==> config.mk <==
export PLATFORM = sky130hd
export DESIGN_NAME = spmq_cell
export DESIGN_NICKNAME = d
export VERILOG_FILES = /design/src/hdl/spmq_pkg.sv /design/src/hdl/spmq_cell.sv
export SDC_FILE = /design/constraint.sdc
export NUM_CORES = 1
export LEC_CHECK = 0
export ABC_AREA = 0
export BUFFER_PORTS_ARGS = -buffer_cell sky130_fd_sc_hd__buf_2
export CORE_MARGIN = 1.5
export CORE_UTILIZATION = 40
export DETAILED_ROUTE_END_ITERATION = 7
export GPL_TIMING_DRIVEN = 0
export PLACE_DENSITY = 0.81
export REMOVE_ABC_BUFFERS = 1
export SYNTH_ARGS = -nofsm -noshare
export SYNTH_HDL_FRONTEND = slang
export SYNTH_SLANG_ARGS = --single-unit
==> constraint.sdc <==
create_clock -name clk -period 3.4 [get_ports clk]
set_clock_uncertainty 0.15 [all_clocks]
set_input_delay 0.51 -clock clk [delete_from_list [all_inputs] [get_ports clk]]
set_output_delay 0.51 -clock clk [all_outputs]
set_load 0.01 [all_outputs]
==> src/hdl/spmq_pkg.sv <==
// ----------------------------------------------------------------------------
// spmq_pkg
// Shared types and constants for the stable priority message queue.
// ----------------------------------------------------------------------------
package spmq_pkg;

	// fixed field widths
	localparam int LEN_W   = 14;	// stored message length
	localparam int TAG_W   = 32;	// payload handle
	localparam int BYTES_W = 20;	// byte total, wraps
	localparam int MSG_W   = 7;	// max_messages register
	localparam int REG_W   = 14;	// widest config register

	// config register indexes
	localparam logic REG_MAX_MESSAGES     = 1'b0;
	localparam logic REG_MAX_MESSAGE_BYTES = 1'b1;

	// request opcodes
	typedef enum logic [2:0] {
		OP_SEND       = 3'd0,
		OP_RECEIVE    = 3'd1,
		OP_ARM_SIGNAL = 3'd2,
		OP_ARM_SILENT = 3'd3,
		OP_DISARM     = 3'd4
	} spmq_op_t;

	// result status codes
	typedef enum logic [2:0] {
		ST_OK      = 3'd0,
		ST_FULL    = 3'd1,
		ST_EMPTY   = 3'd2,
		ST_BADPRIO = 3'd3,
		ST_SIZE    = 3'd4
	} spmq_status_t;

	// control broadcast to every cell of the row
	typedef struct packed {
		logic push;	// insert the new entry in priority order
		logic pop;	// shift every entry one place toward the head
	} spmq_ctl_t;

endpackage

==> src/hdl/spmq_cell.sv <==
// ----------------------------------------------------------------------------
// spmq_cell
// One slot of the sorted entry row. Keeps its entry, takes the new entry,
// or takes a neighbor's entry so that the row stays ordered.
// ----------------------------------------------------------------------------
module spmq_cell import spmq_pkg::*; #(
	parameter int PRIO_W = 5,
	parameter int CNT_W  = 7,
	parameter int IDX    = 0
) (
	input  logic               clk,
	input  spmq_ctl_t          ctl,
	input  logic [CNT_W-1:0]   count,
	input  logic [PRIO_W-1:0]  new_prio,
	input  logic [LEN_W-1:0]   new_len,
	input  logic [TAG_W-1:0]   new_tag,
	input  logic               left_ge,
	input  logic [PRIO_W-1:0]  left_prio,
	input  logic [LEN_W-1:0]   left_len,
	input  logic [TAG_W-1:0]   left_tag,
	input  logic [PRIO_W-1:0]  right_prio,
	input  logic [LEN_W-1:0]   right_len,
	input  logic [TAG_W-1:0]   right_tag,
	output logic               ge,
	output logic [PRIO_W-1:0]  prio,
	output logic [LEN_W-1:0]   len,
	output logic [TAG_W-1:0]   tag
);

	logic [PRIO_W-1:0] prio_q;
	logic [LEN_W-1:0]  len_q;
	logic [TAG_W-1:0]  tag_q;
	logic              occupied;

	// held entry that stays ahead of a new one of this priority
	assign occupied = CNT_W'(IDX) < count;
	assign ge       = occupied && (prio_q >= new_prio);

	// entry update: shift toward head on pop, make room on push
	always_ff @(posedge clk) begin
		if (ctl.pop) begin
			prio_q <= right_prio;
			len_q  <= right_len;
			tag_q  <= right_tag;
		end else if (ctl.push && !ge) begin
			if (left_ge) begin
				prio_q <= new_prio;
				len_q  <= new_len;
				tag_q  <= new_tag;
			end else begin
				prio_q <= left_prio;
				len_q  <= left_len;
				tag_q  <= left_tag;
			end
		end
	end

	assign prio = prio_q;
	assign len  = len_q;
	assign tag  = tag_q;

endmodule

==> results of run 1 <==
==> registers in the layout (all words and copies together), names as in the netlist <==
| signal | flops |
|---|---|
| tag | 32 |
| len | 14 |
| prio | 5 |
==> cell families after synthesis <==
kind of cell / Yosys count / synth area share
multiplexers: 51 / 0.183
AND/OR/NAND/NOR: 55 / 0.0764
flip-flops: 51 / 0.550
AO/OA/AOI/OAI: 58 / 0.110
buffers and inverters: 22 / 0.0571
adder cells (fa/ha/maj): 5 / 0.0225
==> worst max path at each step <==
stage | from | endpoint | slack (ns) | cells past startpoint
finish | prio[4] | tag[19] | 0.93 | 5
global route | prio[4] | tag[10] | 0.76 | 5
CTS | ctl[0] | tag[19] | 0.59 | 3
detailed placement | ctl[0] | tag[16] | 0.26 | 3
global placement | ctl[0] | tag[16] | -0.55 | 2
floorplan | new_prio[4] | len[0] | 0.36 | 5
==> cell usage in the layout (no fill, tap or decap) <==
cell	n
nor3_1	1
and2_1	1
clkbuf_8	5
buf_2	213
mux2i_1	51
clkbuf_1	2
o21a_1	1
a21oi_1	1
a221o_2	1
o21ai_0	2
buf_16	1
a211oi_1	1
ha_1	5
nor4_1	1
o2bb2ai_1	1
a21o_1	1
o21ai_1	50
inv_1	5
nor2_1	1
clkinv_2	1
buf_4	2
edfxtp_1	51
nand2_1	51
==> power groups by stage <==
stage               clock network [W]  registers, W  logic, W
finish                       0.000329      0.000825  0.000414
global route                 0.000365      0.000835  0.000457
CTS                          0.000341      0.000827  0.000424
detailed placement                  0      0.000841  0.000424
global placement                    0      0.000841  0.000398
floorplan                           0      0.000893  0.000121
==> stage by stage <==
stage	hold WS [ns]	cell area (µm²)	cells	TNS, ns	setup slack (ns)
3_3_place_gp	0.648	3820	520	-27.83	-0.548
2_1_floorplan	0.547	2640	225	0	0.356
3_5_place_dp	0.649	3850	521	0	0.257
6_report	0.344	3930	529	0	0.934
4_1_cts	0.334	3930	529	0	0.591
5_1_grt	0.350	3930	529	0	0.756
==> layout make-up <==
type	count	area, µm²	share of cell area
sequential	51	1530	0.389
tap	80	100	0.0254
timing repair buffer	216	1110	0.282
clock inverter	1	5.00	0.00127
multi-input combinational	169	1090	0.278
clock buffer	7	76.3	0.0194
inverter	5	18.8	0.00477
==> worst min-delay path: cells and delay by family <==
family	cells	cell delay, ns
AND/OR/NAND/NOR	1	0.04
AO/OA/AOI/OAI	1	0.06
buffers and inverters	1	0.07
==> routing by layer <==
metal	up-vias	global-route usage	wire length (µm)
li1	1290	-	-
met1	1121	0.175	2460
met2	119	0.357	3560
met3	12	0.0486	516
met4	0	0.0513	108
met5	-	0	0
==> impl_metrics.json, run 1 <==
{
  "ys_top_cells_by_count": "edfxtp_1 (51), mux2i_1 (51), nand2_1 (51), o21ai_1 (50), buf_2 (7)",
  "start_util": 0.412,
  "hold_viol": 0,
  "num_rows": 30,
  "syn-cell-area_um2": 2780,
  "critical_path_class": "flop to flop",
  "p_switching_w": 0.000424,
  "port_buffers": 215,
  "first_iter_violations": 53,
  "die-area_um2": 7470,
  "cts-root-buf": "clkbuf_8",
  "antenna_found_initial": 0,
  "cts_buffer_depth": 2,
  "grt.overflow.total": 0,
  "core_um2": 6760,
  "post_cts_buffers": 0,
  "ys.flop_type": "edfxtp_1",
  "period_needed_ns": 2.47,
  "synth.area.top_cells": "edfxtp_1 (55%), mux2i_1 (18%), o21ai_1 (9.0%), nand2_1 (6.9%), buf_8 (2.7%)",
  "crit_arrival_ns": 2.32,
  "die_width_um": 86.4,
  "avgRoutedWirePerCell_um": 12.6,
  "tritoncts": "done",
  "r2r_end": "tag[19]",
  "hp-start": "right_tag[21]",
  "area_delta_synth_final_pct": 41.4,
  "wirelength_um": 6640,
  "rsz0062_at_grt": "no",
  "clkPwrFrac": 0.210,
  "path_delay_family": "compound AO/OA/AOI/OAI gates",
  "cellLeakagePower_nw": 2.01,
  "cp_max_fo": 26,
  "cts_resized": 0,
  "ant_nets": 0,
  "status": "complete, no violations",
  "insertedDiodeCount": 0,
  "drv_slew": 0,
  "cts.sinks": 51,
  "min_path_cells": 3,
  "p_comb_frac": 0.264,
  "holdBufCountCts": 0,
  "final_util": 0.582,
  "async_reset_ff_frac": 0,
  "grt_usage": 0.178,
  "syn_avg_cell_area_um2": 11.5,
  "boundaryPins": 216,
  "end_kind": "flop",
  "max_stage_delay_ns": 0.59,
  "synth-seq-area-share": 0.550,
  "cts_buffers": 5,
  "vias": 2542,
  "swShare": 0.271,
  "final_nets": 617,
  "fp.dieH_um": 86.4,
  "worstPathRequired_ns": 3.25,
  "start_kind": "flop",
  "place.gp.congestion": 0.772,
  "ys_seq_elements": 51,
  "worst_slew_pin_slew_ns": 0.891,
  "hpwl_um": 5300,
  "r2r_start": "prio[4]",
  "synth_top_area_frac": 0.550,
  "worstRegToRegCells": 5,
  "drive_gt1_frac": 0.497,
  "rrSetupSlack_ns": 0.93,
  "htree_levels": 2,
  "synth.distinct_cells": 22,
  "holdPathEnd": "tag[21]",
  "fillers": 582,
  "grt_first_pass_wirelength_um": 10400,
  "grt_pass1_vias": 2524,
  "via_per_inst": 4.81,
  "path_buf_inv": 1,
  "synth_top_area_cell": "edfxtp_1",
  "setup_viol": 0,
  "maxCapViolations": 0,
  "min_period_over_period": 0.725,
  "synth-edff-count": 51,
  "min_path_type": "primary input to flop",
  "intPower_w": 0.00114,
  "relSlewSlack": 0.406,
  "ys_warn_count": 0,
  "synthesis.instances": 242,
  "timing.fmax_mhz": 405,
  "worstPathCellList": "ha_1 > a211oi_1 > and2_1 > a221o_2 > buf_16",
  "grt_max_degree": 104,
  "power_w": 0.00157,
  "clk_latency_ns": 0.29,
  "p_per_area_nw_per_um2": 399,
  "clk_pin_slew_ns": 0.09,
  "firstDrtPassIters": 4,
  "seq_power_share": 0.526,
  "slowest_stage": "a221o_2",
  "drcViolationCount": 0,
  "ir_worst_vdd_mv": 0.193
}
Note: power is estimated with default switching activity, not from simulation.
==> run 2: changes to the inputs <==
Settings changed: ABC_AREA 0 to 1, CORE_UTILIZATION 40 to 36, PLACE_DENSITY 0.81 to 0.77.
Clock period 3.4 ns to 2.1 ns, I/O delays scaled along.
==> run 2 against run 1 <==
Compared with the run above:
- area after synthesis increased by 0.18%
- sequential power up 56%
- clock power up 70%
- global-route usage grew 1.5 points
- worst hold slack worse by 0.21 ns
- utilization down 3.0 points
- worst setup slack got worse by 0.87 ns
- flip-flop and latch count is the same
- register-to-register slack worse by 0.83 ns
- power is 61% higher
- synthesized cell count increased by 28%
- die area increased by 11%
- largest power group unchanged
- highest routed layer unchanged
==> impl_metrics.json, run 2 <==
{
  "worst_slew_pin_slew_ns": 1.06,
  "synth-seq-area-share": 0.549,
  "end_kind": "primary output",
  "port_buffers": 215,
  "path_common_cell": "nand2_1",
  "grt.overflow.total": 0,
  "syn-cell-area_um2": 2790,
  "place.gp.congestion": 0.794,
  "setup_ws_ns": 0.0610,
  "yosysMostFrequentCell": "a21oi_1",
  "min_period_over_period": 0.971,
  "die_width_um": 91.0,
  "drcViolationCount": 0,
  "worstPathCellList": "ha_4 > nand2_1 > inv_1 > nand2_1 > nand2_1 > nand2_1 > nand2_1 > nand2_2 > inv_2 > buf_6",
  "avgRoutedWirePerCell_um": 14.1,
  "cts_buffer_depth": 2,
  "post_dp_cell_area_um2": 3870,
  "start_util": 0.378,
  "final_cell_mix": "buf_2 (213), a21oi_1 (89), nand2_1 (54)",
  "grt_max_degree": 55,
  "hp-start": "right_prio[2]",
  "post-place-cells": 602,
  "cts_buffers": 5,
  "start_kind": "flop",
  "fillers": 685,
  "r2r_end": "tag[31]",
  "stdcell_area_um2": 4070,
  "antenna_found_initial": 0,
  "drive_gt1_frac": 0.488,
  "pre_cts_slack_ns": -1.11,
  "cts.sinks": 51,
  "core_um2": 7370,
  "setup_tns_ns": 0,
  "p_per_area_nw_per_um2": 618,
  "firstDrtPassIters": 5,
  "ys.flop_type": "edfxtp_1",
  "fin_hold_ws_ns": 0.133,
  "async_reset_ff_frac": 0,
  "min_path_type": "primary input to flop",
  "insertedDiodeCount": 0,
  "wirelength_um": 8650,
  "max_stage_delay_ns": 0.45,
  "area_delta_synth_final_pct": 46.0,
  "rsz0062_at_grt": "yes",
  "slowest_stage": "edfxtp_1",
  "cellLeakagePower_nw": 1.94,
  "clk_pin_slew_ns": 0.09,
  "synth.area.top_cells": "edfxtp_1 (55%), a21oi_1 (16%), nand2_1 (7.7%), nor2_1 (6.9%), buf_2 (3.2%)",
  "crit_arrival_ns": 1.57,
  "final_common_cell": "buf_2",
  "via_per_inst": 4.90,
  "synthesis.instances": 309,
  "synth.distinct_cells": 17,
  "min_path_cells": 3,
  "r2r_start": "prio[2]",
  "hold_viol": 0,
  "holdBufCountCts": 0,
  "critical_path_class": "flop to primary output",
  "synth_top_area_frac": 0.549,
  "drv_slew": 0,
  "maxCapViolations": 0,
  "vias": 3005,
  "ys_seq_elements": 51,
  "worstRegToRegCells": 11,
  "cts-root-buf": "clkbuf_8",
  "setup_viol": 0,
  "grt_usage": 0.192,
  "rrSetupSlack_ns": 0.10,
  "first_iter_violations": 113,
  "fin_cells": 613,
  "cp_max_fo": 2,
  "syn_avg_cell_area_um2": 9.02,
  "clk_latency_ns": 0.30,
  "final_nets": 682,
  "num_rows": 31,
  "largest_reg_flops": 32,
  "synth_top_area_cell": "edfxtp_1",
  "ir_worst_vdd_mv": 0.265,
  "status": "complete, no violations",
  "timing.fmax_mhz": 490,
  "holdPathEnd": "prio[2]",
  "grt_first_pass_wirelength_um": 12800,
  "period_needed_ns": 2.04,
  "fp.dieH_um": 91.0,
  "grt_pass1_vias": 2740,
  "synth-edff-count": 51,
  "die-area_um2": 8280,
  "ys_warn_count": 0,
  "ys_top_cells_by_count": "a21oi_1 (90), nand2_1 (57), edfxtp_1 (51), nor2_1 (51), buf_2 (18)",
  "hpwl_um": 6000,
  "worstPathRequired_ns": 1.63,
  "boundaryPins": 216,
  "tritoncts": "done",
  "ant_nets": 0,
  "htree_levels": 2,
  "relSlewSlack": 0.295
}
[run 2: changes by cell type in the layout (fill, tap and decap cells not counted), sizes merged, moves of 6 or more]
| cell | before | now |
|---|---|---|
| a21oi | 1 | 100 |
| inv | 5 | 11 |
| mux2i | 51 | 0 |
| nand2 | 51 | 64 |
| nor2 | 1 | 51 |
| o21ai | 52 | 4 |
[run 2: routing by layer]
layer  vias to the layer above  track usage  wire length, µm
met2                       150        0.372             4670
met5                         -            0                0
met3                        11       0.0385              563
met4                         0       0.0456               94
li1                       1471            -                -
met1                      1373        0.212             3320
[run 2: stage by stage]
step | utilization | power [W]
floorplan | - | 0.00158
global placement | 0.522 | 0.00190
detailed placement | 0.525 | 0.00193
CTS | 0.542 | 0.00251
global route | 0.552 | 0.00265
finish | 0.552 | 0.00252
[run 2: cell type report]
class                      instances  area, µm²  area share
sequential                        51       1530       0.376
timing repair buffer             218       1160       0.284
clock buffer                       5       68.8      0.0169
inverter                          11       46.3      0.0114
tap                               99        124      0.0304
clock inverter                     3       20.0     0.00492
multi-input combinational        226       1120       0.276
[run 2: cells by family (layout without fill, tap and decap cells)]
kind of cell / after synthesis / after routing / share of synthesized area
and+or+nand+nor: 116 / 117 / 0.162
DFF: 51 / 51 / 0.549
AOI/OAI and AO/OA: 104 / 104 / 0.200
adders and majority gates: 5 / 5 / 0.0224
buffers and inverters: 33 / 237 / 0.0655
[run 2: where the power goes]
part / switching, W / leakage [nW] / internal, W / total (W)
combinational: 0.000367 / 1.40 / 0.000302 / 0.000669
sequential: 0.0000293 / 0.505 / 0.00126 / 0.00129
clock: 0.000327 / 0.0402 / 0.000232 / 0.000560
total: 0.000723 / 1.94 / 0.00179 / 0.00252
[run 2: critical path, delay by kind of cell, from the launching register on]
kind	cells	cell delay [ns]
adder cells (fa/ha/maj)	1	0.31
buffers and inverters	3	0.19
flip-flops	1	0.45
AND/OR/NAND/NOR	6	0.33
[run 2: timing repair]
action,in CTS,in global routing
gates resized for setup,5,6
endpoints found under the setup margin,97,27
pin swaps,0,4
cloned,1,1
buffers inserted,0,1
[run 2: worst max path at each step]
| stage | from | endpoint |
|---|---|---|
| floorplan | prio[2] | len[0] |
| global placement | ctl[0] | tag[15] |
| detailed placement | ctl[0] | tag[26] |
| CTS | prio[2] | tag[8] |
| global route | prio[2] | ge |
| finish | prio[2] | ge |
